`src/rtl/mspid_pkg.sv`:
```
// ----------------------------------------------------------------------------
// mspid_pkg
// Shared widths and constants of the motor speed PID unit.
// ----------------------------------------------------------------------------
package mspid_pkg;
	localparam int DIV_W = 35;   // serial divider dividend / quotient width
	localparam int DVS_W = 10;   // divisor width
	localparam int ERR_W = 26;   // Q.8 error width
	localparam int ACC_W = 64;   // product accumulator width
	localparam int SUM_W = 48;   // integral width
	localparam logic [DVS_W-1:0] PERIOD_MAX = 10'd1000;
endpackage

```
`src/rtl/mspid_div.sv`:
```
// ----------------------------------------------------------------------------
// mspid_div
// Restoring divider, one quotient bit per cycle, unsigned operands.
// ----------------------------------------------------------------------------
module mspid_div
	import mspid_pkg::*;
(
	input  logic             clk,
	input  logic             arst_n,
	input  logic             start,
	input  logic [DIV_W-1:0] dividend,
	input  logic [DVS_W-1:0] divisor,
	output logic             done,
	output logic [DIV_W-1:0] quot
);
	localparam int CNT_W = $clog2(DIV_W + 1);

	logic             busy_q;
	logic             done_q;
	logic [CNT_W-1:0] cnt_q;
	logic [DIV_W-1:0] dq_q;
	logic [DVS_W-1:0] rem_q;
	logic [DVS_W-1:0] dvs_q;
	logic [DVS_W:0]   rem_sh;
	logic             ge;

	assign rem_sh = {rem_q, dq_q[DIV_W-1]};
	assign ge     = rem_sh >= {1'b0, dvs_q};

	always_ff @(posedge clk or negedge arst_n) begin
		if (!arst_n) begin
			busy_q <= 1'b0;
			done_q <= 1'b0;
			cnt_q  <= '0;
		end else begin
			done_q <= 1'b0;
			if (start) begin
				busy_q <= 1'b1;
				cnt_q  <= CNT_W'(DIV_W);
			end else if (busy_q) begin
				cnt_q <= cnt_q - 1'b1;
				if (cnt_q == CNT_W'(1)) begin
					busy_q <= 1'b0;
					done_q <= 1'b1;
				end
			end
		end
	end

	always_ff @(posedge clk) begin
		if (start) begin
			dq_q  <= dividend;
			rem_q <= '0;
			dvs_q <= divisor;
		end else if (busy_q) begin
			if (ge) begin
				rem_q <= DVS_W'(rem_sh - {1'b0, dvs_q});
			end else begin
				rem_q <= rem_sh[DVS_W-1:0];
			end
			dq_q <= {dq_q[DIV_W-2:0], ge};
		end
	end

	assign done = done_q;
	assign quot = dq_q;

	a_done_after_busy: assert property (@(posedge clk) disable iff (!arst_n)
		done |-> $past(busy_q)) else $error("divider done without work");
	a_no_start_busy: assert property (@(posedge clk) disable iff (!arst_n)
		busy_q && cnt_q != CNT_W'(1) |-> !start) else $error("divider restarted");
	a_cnt_range: assert property (@(posedge clk) disable iff (!arst_n)
		busy_q |-> cnt_q != '0) else $error("divider count underflow");
endmodule

```
`src/rtl/motor_speed_pid_unit.sv`:
```
// ----------------------------------------------------------------------------
// motor_speed_pid_unit
// Discrete PID speed controller for one motor, signed Q.8 fixed point.
// ----------------------------------------------------------------------------
// A sample request runs two 35-bit bit-serial divides and five 16-bit
// shift-add multiplies on one shared accumulator; a clear request resets
// the integral and last error and goes straight to the final step.
// Throughput: one request at a time; the next is taken the cycle after the
// result is in the output register. Reset clears gains, target, integral, last error.
module motor_speed_pid_unit
	import mspid_pkg::*;
#(
	parameter int PULSES_PER_REV = 1024
) (
	input  logic        clk,
	input  logic        arst_n,
	input  logic        s_tvalid,
	output logic        s_tready,
	input  logic [15:0] s_tdata,   // [15:0] pulses
	input  logic [0:0]  s_tuser,   // [0] op
	output logic        m_tvalid,
	input  logic        m_tready,
	output logic [31:0] m_tdata,   // [31:0] drive
	output logic [0:0]  m_tuser,   // [0] saturated
	input  logic        cfg_valid,
	output logic        cfg_ready,
	input  logic [2:0]  cfg_index,
	input  logic [17:0] cfg_data
);
	localparam logic [2:0] REG_GAIN_P = 3'd0;
	localparam logic [2:0] REG_GAIN_I = 3'd1;
	localparam logic [2:0] REG_GAIN_D = 3'd2;
	localparam logic [2:0] REG_PERIOD = 3'd3;
	localparam logic [2:0] REG_TARGET = 3'd4;

	localparam logic [3:0] ST_IDLE    = 4'd0;
	localparam logic [3:0] ST_MAG_MUL = 4'd1;
	localparam logic [3:0] ST_MAG_DIV = 4'd2;
	localparam logic [3:0] ST_ERR     = 4'd3;
	localparam logic [3:0] ST_INT_MUL = 4'd4;
	localparam logic [3:0] ST_INT_UPD = 4'd5;
	localparam logic [3:0] ST_DER_DIV = 4'd6;
	localparam logic [3:0] ST_GAIN_P  = 4'd7;
	localparam logic [3:0] ST_GAIN_I  = 4'd8;
	localparam logic [3:0] ST_GAIN_D  = 4'd9;
	localparam logic [3:0] ST_FIN     = 4'd10;

	localparam logic signed [17:0] LIMIT = 18'(2 * PULSES_PER_REV);

	logic [15:0]             gain_p_q, gain_i_q, gain_d_q;
	logic [DVS_W-1:0]        period_q;
	logic signed [17:0]      target_q;

	logic [3:0]              st_q;
	logic [15:0]             pulse_q;
	logic signed [ERR_W-1:0] err_q, last_q;
	logic signed [SUM_W-1:0] sum_q;
	logic                    sat_q, dneg_q;
	logic signed [ACC_W-1:0] acc_q, mcand_q, acc_nx;
	logic [15:0]             mbits_q;
	logic [3:0]              mcnt_q;
	logic                    mul_last;
	logic                    fin_go;

	logic                    m_valid_q;
	logic [31:0]             m_drive_q;
	logic                    m_sat_q;

	logic signed [17:0]      tgt_cl;
	logic [16:0]             tmag;
	logic                    tneg, tzero;
	logic [DVS_W-1:0]        period_eff;
	logic signed [26:0]      e27, err27, diff27;
	logic [26:0]             dmag;
	logic signed [35:0]      ep;
	logic signed [SUM_W:0]   s49;
	logic signed [27:0]      deriv;
	logic                    drv_ovf;
	logic [31:0]             drive_v;

	logic                    div_start, div_done;
	logic [DIV_W-1:0]        div_dividend, div_quot;
	logic [DVS_W-1:0]        div_divisor;

	assign cfg_ready = 1'b1;
	assign s_tready  = (st_q == ST_IDLE);

	always_ff @(posedge clk or negedge arst_n) begin
		if (!arst_n) begin
			gain_p_q <= '0;
			gain_i_q <= '0;
			gain_d_q <= '0;
			period_q <= 10'd10;
			target_q <= '0;
		end else if (cfg_valid) begin
			unique case (cfg_index)
				REG_GAIN_P: gain_p_q <= cfg_data[15:0];
				REG_GAIN_I: gain_i_q <= cfg_data[15:0];
				REG_GAIN_D: gain_d_q <= cfg_data[15:0];
				REG_PERIOD: period_q <= cfg_data[DVS_W-1:0];
				REG_TARGET: target_q <= cfg_data;
				default: ;
			endcase
		end
	end

	always_comb begin
		if (target_q > LIMIT) begin
			tgt_cl = LIMIT;
		end else if (target_q < -LIMIT) begin
			tgt_cl = -LIMIT;
		end else begin
			tgt_cl = target_q;
		end
		tneg  = tgt_cl[17];
		tzero = (tgt_cl == '0);
		tmag  = tneg ? 17'(-tgt_cl) : 17'(tgt_cl);
		if (period_q == '0) begin
			period_eff = DVS_W'(1);
		end else if (period_q > PERIOD_MAX) begin
			period_eff = PERIOD_MAX;
		end else begin
			period_eff = period_q;
		end
	end

	assign acc_nx   = acc_q + (mbits_q[0] ? mcand_q : '0);
	assign mul_last = (mcnt_q == 4'd15);
	assign fin_go   = (st_q == ST_FIN) && (!m_valid_q || m_tready);

	// error, derivative, integral sum and drive saturation helpers
	always_comb begin
		e27    = $signed({1'b0, div_quot[ERR_W-1:0]}) - $signed({3'b000, pulse_q, 8'h00});
		err27  = tzero ? '0 : (tneg ? -e27 : e27);
		diff27 = 27'(err_q) - 27'(last_q);
		dmag   = diff27[26] ? 27'(-diff27) : 27'(diff27);
		ep     = acc_q[35:0];
		s49    = (SUM_W+1)'(sum_q) + (SUM_W+1)'(ep);
		deriv  = dneg_q ? -$signed({1'b0, div_quot[26:0]}) : $signed({1'b0, div_quot[26:0]});
		drv_ovf = !((&acc_q[ACC_W-1:39]) || !(|acc_q[ACC_W-1:39]));
		if (drv_ovf) begin
			drive_v = acc_q[ACC_W-1] ? 32'h8000_0000 : 32'h7fff_ffff;
		end else begin
			drive_v = acc_q[39:8];
		end
	end

	assign div_start    = (st_q == ST_MAG_MUL && mul_last) || (st_q == ST_INT_UPD);
	assign div_dividend = (st_q == ST_INT_UPD) ? DIV_W'(dmag) : {acc_nx[26:0], 8'h00};
	assign div_divisor  = (st_q == ST_INT_UPD) ? period_eff : PERIOD_MAX;

	mspid_div u_div (
		.clk      (clk),
		.arst_n   (arst_n),
		.start    (div_start),
		.dividend (div_dividend),
		.divisor  (div_divisor),
		.done     (div_done),
		.quot     (div_quot)
	);

	always_ff @(posedge clk or negedge arst_n) begin
		if (!arst_n) begin
			st_q      <= ST_IDLE;
			sum_q     <= '0;
			last_q    <= '0;
			m_valid_q <= 1'b0;
		end else begin
			if (fin_go) begin
				m_valid_q <= 1'b1;
			end else if (m_tready) begin
				m_valid_q <= 1'b0;
			end
			unique case (st_q)
				ST_IDLE: begin
					if (s_tvalid) begin
						if (s_tuser[0]) begin
							sum_q  <= '0;
							last_q <= '0;
							st_q   <= ST_FIN;
						end else begin
							st_q <= ST_MAG_MUL;
						end
					end
				end
				ST_MAG_MUL: if (mul_last) st_q <= ST_MAG_DIV;
				ST_MAG_DIV: if (div_done) st_q <= ST_ERR;
				ST_ERR:     st_q <= ST_INT_MUL;
				ST_INT_MUL: if (mul_last) st_q <= ST_INT_UPD;
				ST_INT_UPD: begin
					if (s49[SUM_W] != s49[SUM_W-1]) begin
						sum_q <= s49[SUM_W] ? {1'b1, {(SUM_W-1){1'b0}}}
						                    : {1'b0, {(SUM_W-1){1'b1}}};
					end else begin
						sum_q <= s49[SUM_W-1:0];
					end
					last_q <= err_q;
					st_q   <= ST_DER_DIV;
				end
				ST_DER_DIV: if (div_done) st_q <= ST_GAIN_P;
				ST_GAIN_P:  if (mul_last) st_q <= ST_GAIN_I;
				ST_GAIN_I:  if (mul_last) st_q <= ST_GAIN_D;
				ST_GAIN_D:  if (mul_last) st_q <= ST_FIN;
				ST_FIN:     if (fin_go) st_q <= ST_IDLE;
				default: st_q <= ST_IDLE;
			endcase
		end
	end

	// datapath: shared shift-add multiplier and working registers
	always_ff @(posedge clk) begin
		case (st_q)
			ST_IDLE: begin
				pulse_q <= s_tdata;
				sat_q   <= 1'b0;
				acc_q   <= '0;
				mcand_q <= ACC_W'(tmag);
				mbits_q <= 16'(period_eff);
				mcnt_q  <= '0;
			end
			ST_ERR: begin
				err_q   <= err27[ERR_W-1:0];
				acc_q   <= '0;
				mcand_q <= ACC_W'(err27);
				mbits_q <= 16'(period_eff);
				mcnt_q  <= '0;
			end
			ST_INT_UPD: begin
				dneg_q <= diff27[26];
				if (s49[SUM_W] != s49[SUM_W-1]) sat_q <= 1'b1;
			end
			ST_DER_DIV: begin
				acc_q   <= '0;
				mcand_q <= ACC_W'(err_q);
				mbits_q <= gain_p_q;
				mcnt_q  <= '0;
			end
			ST_MAG_MUL, ST_INT_MUL, ST_GAIN_P, ST_GAIN_I, ST_GAIN_D: begin
				acc_q  <= acc_nx;
				mcnt_q <= mcnt_q + 1'b1;
				if (mul_last && st_q == ST_GAIN_P) begin
					mcand_q <= ACC_W'(sum_q);
					mbits_q <= gain_i_q;
				end else if (mul_last && st_q == ST_GAIN_I) begin
					mcand_q <= ACC_W'(deriv);
					mbits_q <= gain_d_q;
				end else begin
					mcand_q <= mcand_q <<< 1;
					mbits_q <= mbits_q >> 1;
				end
			end
			ST_FIN: begin
				if (fin_go) begin
					m_drive_q <= drive_v;
					m_sat_q   <= sat_q | drv_ovf;
				end
			end
			default: ;
		endcase
	end

	assign m_tvalid   = m_valid_q;
	assign m_tdata    = m_drive_q;
	assign m_tuser[0] = m_sat_q;

	a_done_in_div: assert property (@(posedge clk) disable iff (!arst_n)
		div_done |-> (st_q == ST_MAG_DIV || st_q == ST_DER_DIV))
		else $error("divider result outside a divide step");
	a_clear_state: assert property (@(posedge clk) disable iff (!arst_n)
		s_tvalid && s_tready && s_tuser[0] |=> sum_q == '0 && last_q == '0)
		else $error("clear request left state");
	a_fin_from: assert property (@(posedge clk) disable iff (!arst_n)
		$rose(m_valid_q) |-> $past(st_q) == ST_FIN)
		else $error("result not from final step");
endmodule
```
`config.mk`:
```
export PLATFORM = sky130hd
export DESIGN_NAME = motor_speed_pid_unit
export DESIGN_NICKNAME = d
export VERILOG_FILES = /design/src/rtl/mspid_pkg.sv /design/src/rtl/mspid_div.sv /design/src/rtl/motor_speed_pid_unit.sv
export SDC_FILE = /design/constraint.sdc
export NUM_CORES = 1
export LEC_CHECK = 0
export BUFFER_PORTS_ARGS = -buffer_cell sky130_fd_sc_hd__buf_2
export CORE_AREA = 2 2 265 241
export CTS_CLUSTER_SIZE = 24
export DETAILED_ROUTE_END_ITERATION = 10
export DIE_AREA = 0 0 267 243
export PLACE_DENSITY = 0.65
export SYNTH_ARGS = -nofsm -noshare
export SYNTH_HDL_FRONTEND = slang
export SYNTH_SLANG_ARGS = --single-unit
```
`constraint.sdc`:
```
create_clock -name clk -period 5 [get_ports clk]
set_clock_uncertainty 0.1 [all_clocks]
set_input_delay 1 -clock clk [delete_from_list [all_inputs] [get_ports clk]]
set_output_delay 1 -clock clk [all_outputs]
set_load 0.1 [all_outputs]
```
==> results of run 1 <==
## path summary, 6_finish.rpt
kind | startpoint | endpoint | slack (ps) | depth (start not counted)
max | u_div.quot[8] | mcand_q[49] | 400 | 16
min | u_div.rem_q[9] | u_div.rem_q[9] | 390 | 1
max reg2reg | u_div.quot[8] | mcand_q[49] | 400 | 16
min reg2reg | u_div.rem_q[9] | u_div.rem_q[9] | 390 | 1
max in group asynchronous | arst_n | period_q[3] | 3390 | 2
min in group asynchronous | arst_n | last_q[3] | 420 | 1
## state kept, by name, indices dropped and copies added (netlist names), 18 cells and up
| signal | cells |
|---|---|
| acc_q | 64 |
| mcand_q | 64 |
| sum_q | 48 |
| u_div.quot | 35 |
| m_tdata | 32 |
| err_q | 26 |
| last_q | 26 |
| target_q | 18 |
## cells in the mapped netlist (29+ instances only)
| cell type | instances | area [um^2] |
|---|---|---|
| nand2_1 | 348 | 1310 |
| nor2_1 | 299 | 1120 |
| edfxtp_1 | 270 | 8110 |
| o21ai_0 | 270 | 1350 |
| a21oi_1 | 260 | 1300 |
| clkbuf_1 | 185 | 694 |
| ha_1 | 170 | 2130 |
| dfrtp_1 | 161 | 4030 |
| inv_1 | 135 | 507 |
| xor2_1 | 118 | 1030 |
| xnor2_1 | 109 | 955 |
| a21o_1 | 105 | 788 |
| nand3_1 | 97 | 485 |
| and2_1 | 85 | 532 |
| mux2_2 | 77 | 867 |
| o211ai_1 | 64 | 480 |
| nand4_1 | 44 | 275 |
| nor3_1 | 43 | 215 |
| a211oi_1 | 39 | 293 |
| a31oi_1 | 32 | 200 |
| a22o_1 | 29 | 254 |
## area by class of cell
type | instances | area share [%]
Multi-Input combinational cell | 2610 | 51.1
Sequential cell | 443 | 37.0
Clock buffer | 62 | 4.08
Tap cell | 845 | 3.15
Timing Repair Buffer | 127 | 2.40
Inverter | 135 | 1.51
Clock inverter | 31 | 0.799
Antenna cell | 3 | 0.0224
## per-stage QoR
| step | area (um^2) | cells | worst slack [ps] | power (mW) | utilization (%) |
|---|---|---|---|---|---|
| global route | 33500 | 4254 | 49.4 | 16.7 | 53.9 |
| detailed placement | 31900 | 4160 | 484 | 11.8 | 51.3 |
| global placement | 31900 | 4160 | 511 | 11.7 | 51.3 |
| floorplan | 30700 | 3396 | 798 | 10.0 | - |
| CTS | 33500 | 4253 | 477 | 15.6 | 53.9 |
| finish | 33500 | 4256 | 400 | 15.7 | 53.9 |
## layout by cell type, fill, tap and decap left out, types with 23 or more instances in the layout
master / count
dfrtp_1: 161
a31oi_1: 32
nand2b_1: 23
nor3_1: 40
and2_1: 85
mux2_2: 77
nand4_1: 44
o21ai_0: 267
ha_1: 170
buf_4: 47
a21o_1: 105
edfxtp_1: 270
o21bai_1: 24
a211oi_1: 39
a22o_1: 29
buf_2: 76
clkbuf_16: 51
xnor2_1: 108
nor2_1: 298
o211ai_1: 64
o31ai_1: 25
a21oi_1: 259
nand3_1: 94
nand2_1: 348
inv_1: 134
xor2_1: 118
## kinds of logic after synthesis
kind of cell / Yosys count / synth area share (%)
adder cells (fa/ha/maj): 176 / 7.28
AND/OR/NAND/NOR: 1074 / 16.4
multiplexers: 91 / 3.28
flip-flops: 443 / 40.3
AO/OA/AOI/OAI: 1041 / 21.9
other: 1 / 0.0122
XOR/XNOR: 227 / 6.47
buffers and inverters: 343 / 4.33
## layer usage
metal,part of all wire (%),up-vias,GRT usage (%)
met3,7.6,117,4.19
met2,45,981,44.4
li1,-,12400,-
met1,46,13100,41.7
met4,2.1,0,7.49
met5,0,-,0
## power by group
group	internal, mW	switching, mW
Combinational	2.67	4.19
Clock	2.15	1.60
Sequential	4.57	0.520
## worst max-delay path, cell delays in order, from the launching register on
cell and delay (ps):
edfxtp_1 450, inv_1 260, ha_1 230, inv_1 60, fa_1 430, a211oi_1 320
o21ai_0 250, nand4_1 210, a21oi_1 160, xnor2_1 370, a31oi_1 140, a31o_2 270
nor2_1 200, a31oi_1 140, o21ai_2 140, buf_4 370, o211ai_1 160
==> metrics.md, run 1 <==
| Metric | Value |
|---|---|
| # fillers | `5694` |
| First-pass GRT wire length | `146 mm` |
| Slew @ Worst Pin | `1340 ps` |
| Die ar. | `64900 um^2` |
| Fraction of registers with async set/reset | `36.8%` |
| CTS Root Cell | `clkbuf_16` |
| Leak | `14.2 nW` |
| Pre-antenna DRT Iters | `7` |
| Type of origin of the critical path | `flip-flop` |
| Post-Syn Instances | `3396` |
| Fin Setup TNS | `0 ps` |
| Main synth FF type | `edfxtp_1` |
| Post-cts sizing count | `0` |
| Synth Area per Inst | `9.05 um^2` |
| Residual DRC | `0` |
| Synth cell types | `94` |
| Largest net degree at the start of global routing | `93` |
| Total track usage | `28.6%` |
| Setup violators final | `0` |
| Max rail drop VDD | `0.000244 V` |
| CTS sink count | `443` |
| Post-DR vias/cell | `6.23` |
| Number of global-route vias before repair | `25200` |
| CP endpoint kind | `flip-flop` |
| Final Max Slew Viols | `0` |
| Worst-skew pair later-pin latency | `620 ps` |
| CORE AREA | `62200 um^2` |
| Worst Hold Class | `reg -> reg` |
| Pwr/cell area | `468 nW/um^2` |
| Hold_ws | `390 ps` |
| CTS tree | `yes` |
| CTS buffer count | `50` |
| Port buffer count | `77` |
| Final wirelength | `93.9 mm` |
| # IOs | `79` |
| Total grt overflow | `0` |
| DR iter-0 viols | `2745` |
| CP Class | `reg -> reg` |
| Die width | `267 um` |
| CP arrival | `4800 ps` |
| Status | `finished, final reports clean` |
| Register area | `12400 um^2` |
| Share of layout cells above drive strength 1 | `9.95%` |
| DIE HEIGHT | `243 um` |
| Cell area after synthesis | `30700 um^2` |
| Row count | `87` |
| Multi-input combinational cell area | `17100 um^2` |
| Part of the cycle the worst path needs | `92.0%` |
| Syn nets | `3614` |
| Flops & latches, synth | `443` |
| Nets | `3585` |
| Post-synth EDFFs | `270` |
| Post CTS Setup Buffer Count | `0` |
| Final critical-path required period | `4600 ps` |
| Initial Util | `49.4%` |
| Post-synthesis sequential area ratio | `40.3%` |
| Clk buf depth | `3` |
| CP max FO | `38` |
| Clock-pin slew on the worst setup and hold paths | `60 ps` |
| Antenna violations before repair | `3` |
| Post-DP HPWL | `68.8 mm` |
| Routed len/inst | `22.1 um` |
| Final hold vios | `0` |
| Via count | `26500` |
| CTS Hold Bufs | `0` |
| Remaining antenna violation count | `0` |
| Yosys warnings | `0` |
| Synth-to-Final Area Change | `9.15%` |
| CP Data Required Time | `5200 ps` |
| Unrepaired setup endpoints after global routing | `false` |
| FMAX | `217 MHz` |
| Worst rel slew slack | `10.0%` |
| Max Cap Violations | `0` |
| GP Congestion | `0.944` |
| H-tree depth | `2` |
No activity file was read; power rests on OpenSTA's default activity.
==> run 2, diff against run 1 <==
--- a/config.mk
+++ b/config.mk
@@ -6,11 +6,12 @@
 export NUM_CORES = 1
 export LEC_CHECK = 0
 export BUFFER_PORTS_ARGS = -buffer_cell sky130_fd_sc_hd__buf_2
-export CORE_AREA = 2 2 265 241
+export CORE_AREA = 2 2 266 242
 export CTS_CLUSTER_SIZE = 24
 export DETAILED_ROUTE_END_ITERATION = 10
-export DIE_AREA = 0 0 267 243
+export DIE_AREA = 0 0 268 244
 export PLACE_DENSITY = 0.65
 export SYNTH_ARGS = -nofsm -noshare
 export SYNTH_HDL_FRONTEND = slang
+export SYNTH_HIERARCHICAL = 1
 export SYNTH_SLANG_ARGS = --single-unit
==> metrics.md, run 2 <==
| Metric | Value |
|---|---|
| Status | `finished, final reports clean` |
| Synth cell types | `116 (+23%)` |
| Pre-antenna DRT Iters | `8 (+1)` |
| DP Area | `32300 um^2 (+1.3%)` |
| Residual DRC | `0 (unchanged)` |
| Post-synth EDFFs | `270 (unchanged)` |
| CP arrival | `4810 ps (about the same)` |
| Row count | `87 (unchanged)` |
| Final critical-path required period | `4610 ps (+5.35 ps)` |
| Commonest cells after routing, fill and taps aside | `357 x nor2_1, 326 x nand2_1, 270 x edfxtp_1` |
| Share of layout cells above drive strength 1 | `12.2% (+2.3 points)` |
| CTS Root Cell | `clkbuf_16` |
| Unrepaired setup endpoints after global routing | `false` |
| Fraction of registers with async set/reset | `36.8% (unchanged)` |
| Final Max Slew Viols | `0 (unchanged)` |
| Fin Setup TNS | `0 ps (unchanged)` |
| Number of global-route vias before repair | `24900 (-1.5%)` |
| # IOs | `79 (unchanged)` |
| Routed len/inst | `21.5 um (-2.4%)` |
| Post-DP HPWL | `66.6 mm (-3.3%)` |
| Synth-to-Final Area Change | `9.54%` |
| Clk buf depth | `3 (unchanged)` |
| Synth area leaders | `edfxtp_1 26%, dfrtp_1 13%, ha_1 6.8%` |
| Die width | `268 um (+0.37%)` |
| Top-area cell type share of the netlist area | `26.1% (-0.32 points)` |
| Antenna violations before repair | `1 (-2)` |
| Max Cap Violations | `0 (unchanged)` |
| Post-synthesis cell type with the largest combined area | `edfxtp_1` |
| Clock-pin slew on the worst setup and hold paths | `60 ps (about the same)` |
| Final hold vios | `0 (unchanged)` |
| CP Data Required Time | `5210 ps (about the same)` |
| Synth Area per Inst | `9.26 um^2 (+2.3%)` |
| CORE AREA | `62400 um^2 (+0.35%)` |
| CP Class | `reg -> reg` |
| Hold_ws | `390 ps (-0.139 ps)` |
| Post-synthesis sequential area ratio | `39.8% (-0.50 points)` |
| Most frequent cells after synthesis | `359 x nor2_1, 328 x nand2_1, 270 x edfxtp_1` |
| Ant. Diodes | `0 (-3)` |
| CTS tree | `yes` |
| Die ar. | `65400 um^2 (+0.79%)` |
| Final wirelength | `91.6 mm (-2.4%)` |
| Slew @ Worst Pin | `1210 ps (-127 ps)` |
| Most common cell after layout, fill and taps aside | `nor2_1` |
| Worst-skew pair later-pin latency | `620 ps (about the same)` |
| DIE HEIGHT | `244 um (+0.41%)` |
| GP Congestion | `0.935 (-1.0%)` |
| Post-route cell area | `34100 um^2 (+1.6%)` |
| Setup violators final | `0 (unchanged)` |
| FMAX | `217 MHz (-0.12%)` |
| CTS buffer count | `51 (+2.0%)` |
| Type of origin of the critical path | `flip-flop` |
| Flops & latches, synth | `443 (unchanged)` |
| Cell area after synthesis | `31100 um^2 (+1.2%)` |
| Via count | `26000 (-2.1%)` |
| Syn nets | `3578 (-1.0%)` |
| CP max FO | `38 (unchanged)` |
| Worst rel slew slack | `19.4% (+9.4 points)` |
| Biggest regs | `acc_q x64, mcand_q x64, sum_q x48` |
| Part of the cycle the worst path needs | `92.1% (+0.11 points)` |
| First-pass GRT wire length | `143 mm (-1.8%)` |
| Total track usage | `27.7% (-0.91 points)` |
| DR iter-0 viols | `2584 (-5.9%)` |
| PnR worst setup slack | `394 ps (-5.35 ps)` |
| Remaining antenna violation count | `0 (unchanged)` |
| H-tree depth | `2 (unchanged)` |
| Post-cts sizing count | `0 (unchanged)` |
| Largest net degree at the start of global routing | `84 (-9.7%)` |
| # fillers | `5601 (-1.6%)` |
| Post-Syn Instances | `3360 (-1.1%)` |
| Post CTS Setup Buffer Count | `0 (unchanged)` |
| Worst Hold Class | `in -> async` |
| Total grt overflow | `0 (unchanged)` |
| Port buffer count | `77 (unchanged)` |
| Most common cell in the netlist | `nor2_1` |
| CTS Hold Bufs | `0 (unchanged)` |
| Dpl ws | `529 ps (+45.3 ps)` |
| Main synth FF type | `edfxtp_1` |
| Yosys warnings | `6 (+6)` |
| CTS sink count | `443 (unchanged)` |
| Post-DR vias/cell | `6.10 (-2.1%)` |
| CP endpoint kind | `flip-flop` |
| Nets | `3585 (unchanged)` |
| Initial Util | `49.9% (+0.44 points)` |
[run 2: worst max-delay path, stage by stage (launching register included)]
cell	delay, ps
edfxtp_1	460
inv_1	130
ha_1	180
inv_1	60
fa_1	400
a21o_1	230
nand3_1	150
a21oi_2	100
o21ai_1	230
a21oi_1	180
or4_1	530
a211oi_1	390
a31oi_1	160
xnor2_1	210
a22oi_2	170
buf_4	390
o21ai_0	180
[run 2: logic make-up (layout without fill, tap and decap cells)]
family,count (synthesis),in the layout,synth area share [%]
AO/OA/AOI/OAI,964,964,20.5
buffers and inverters,294,344,4.01
flip-flops,443,443,39.8
AND/OR/NAND/NOR,1128,1128,17.4
other,1,1,0.0121
adder cells (fa/ha/maj),175,175,7.16
XOR/XNOR,221,221,6.28
multiplexers,134,134,4.78
[run 2: final timing paths]
check	from	endpoint	slack [ps]	cells after the start
setup / recovery	u_div/quot[8]	mcand_q[41]	390	16
hold / removal	arst_n	last_q[22]	390	1
setup reg to reg	u_div/quot[8]	mcand_q[41]	390	16
hold reg to reg	last_q[4]	last_q[4]	400	1
max in group asynchronous	arst_n	period_q[3]	3400	2
min in group clk	last_q[4]	last_q[4]	400	1
[run 2: area by class of cell]
class | instances | area [um^2] | share of cell area, %
repair buffers | 129 | 857 | 2.52
inverters | 119 | 447 | 1.31
well taps | 845 | 1060 | 3.10
flip-flops and latches | 443 | 12400 | 36.4
clock buffers | 68 | 1430 | 4.20
clock inverters | 28 | 334 | 0.981
multi-input cells | 2623 | 17600 | 51.5
[run 2: per-stage QoR]
stage	std cells	utilization (%)
finish	4255	54.6
global route	4255	54.6
CTS	4255	54.6
detailed placement	4159	51.8
global placement	4159	51.8
floorplan	3360	-
[run 2: routing by layer]
metal,routed length [um],vias up,share of wire [%],GRT usage (%)
li1,-,12300,-,-
met1,42100,12700,46,40.1
met2,41500,878,45,43.9
met3,5960,123,6.5,3.53
met4,2040,0,2.2,6.84
met5,0,-,0,0
Power of run 2 is left out: the tool's default activity adds up to more than one toggle a clock period on the data nets, which glitch-free logic cannot reach.
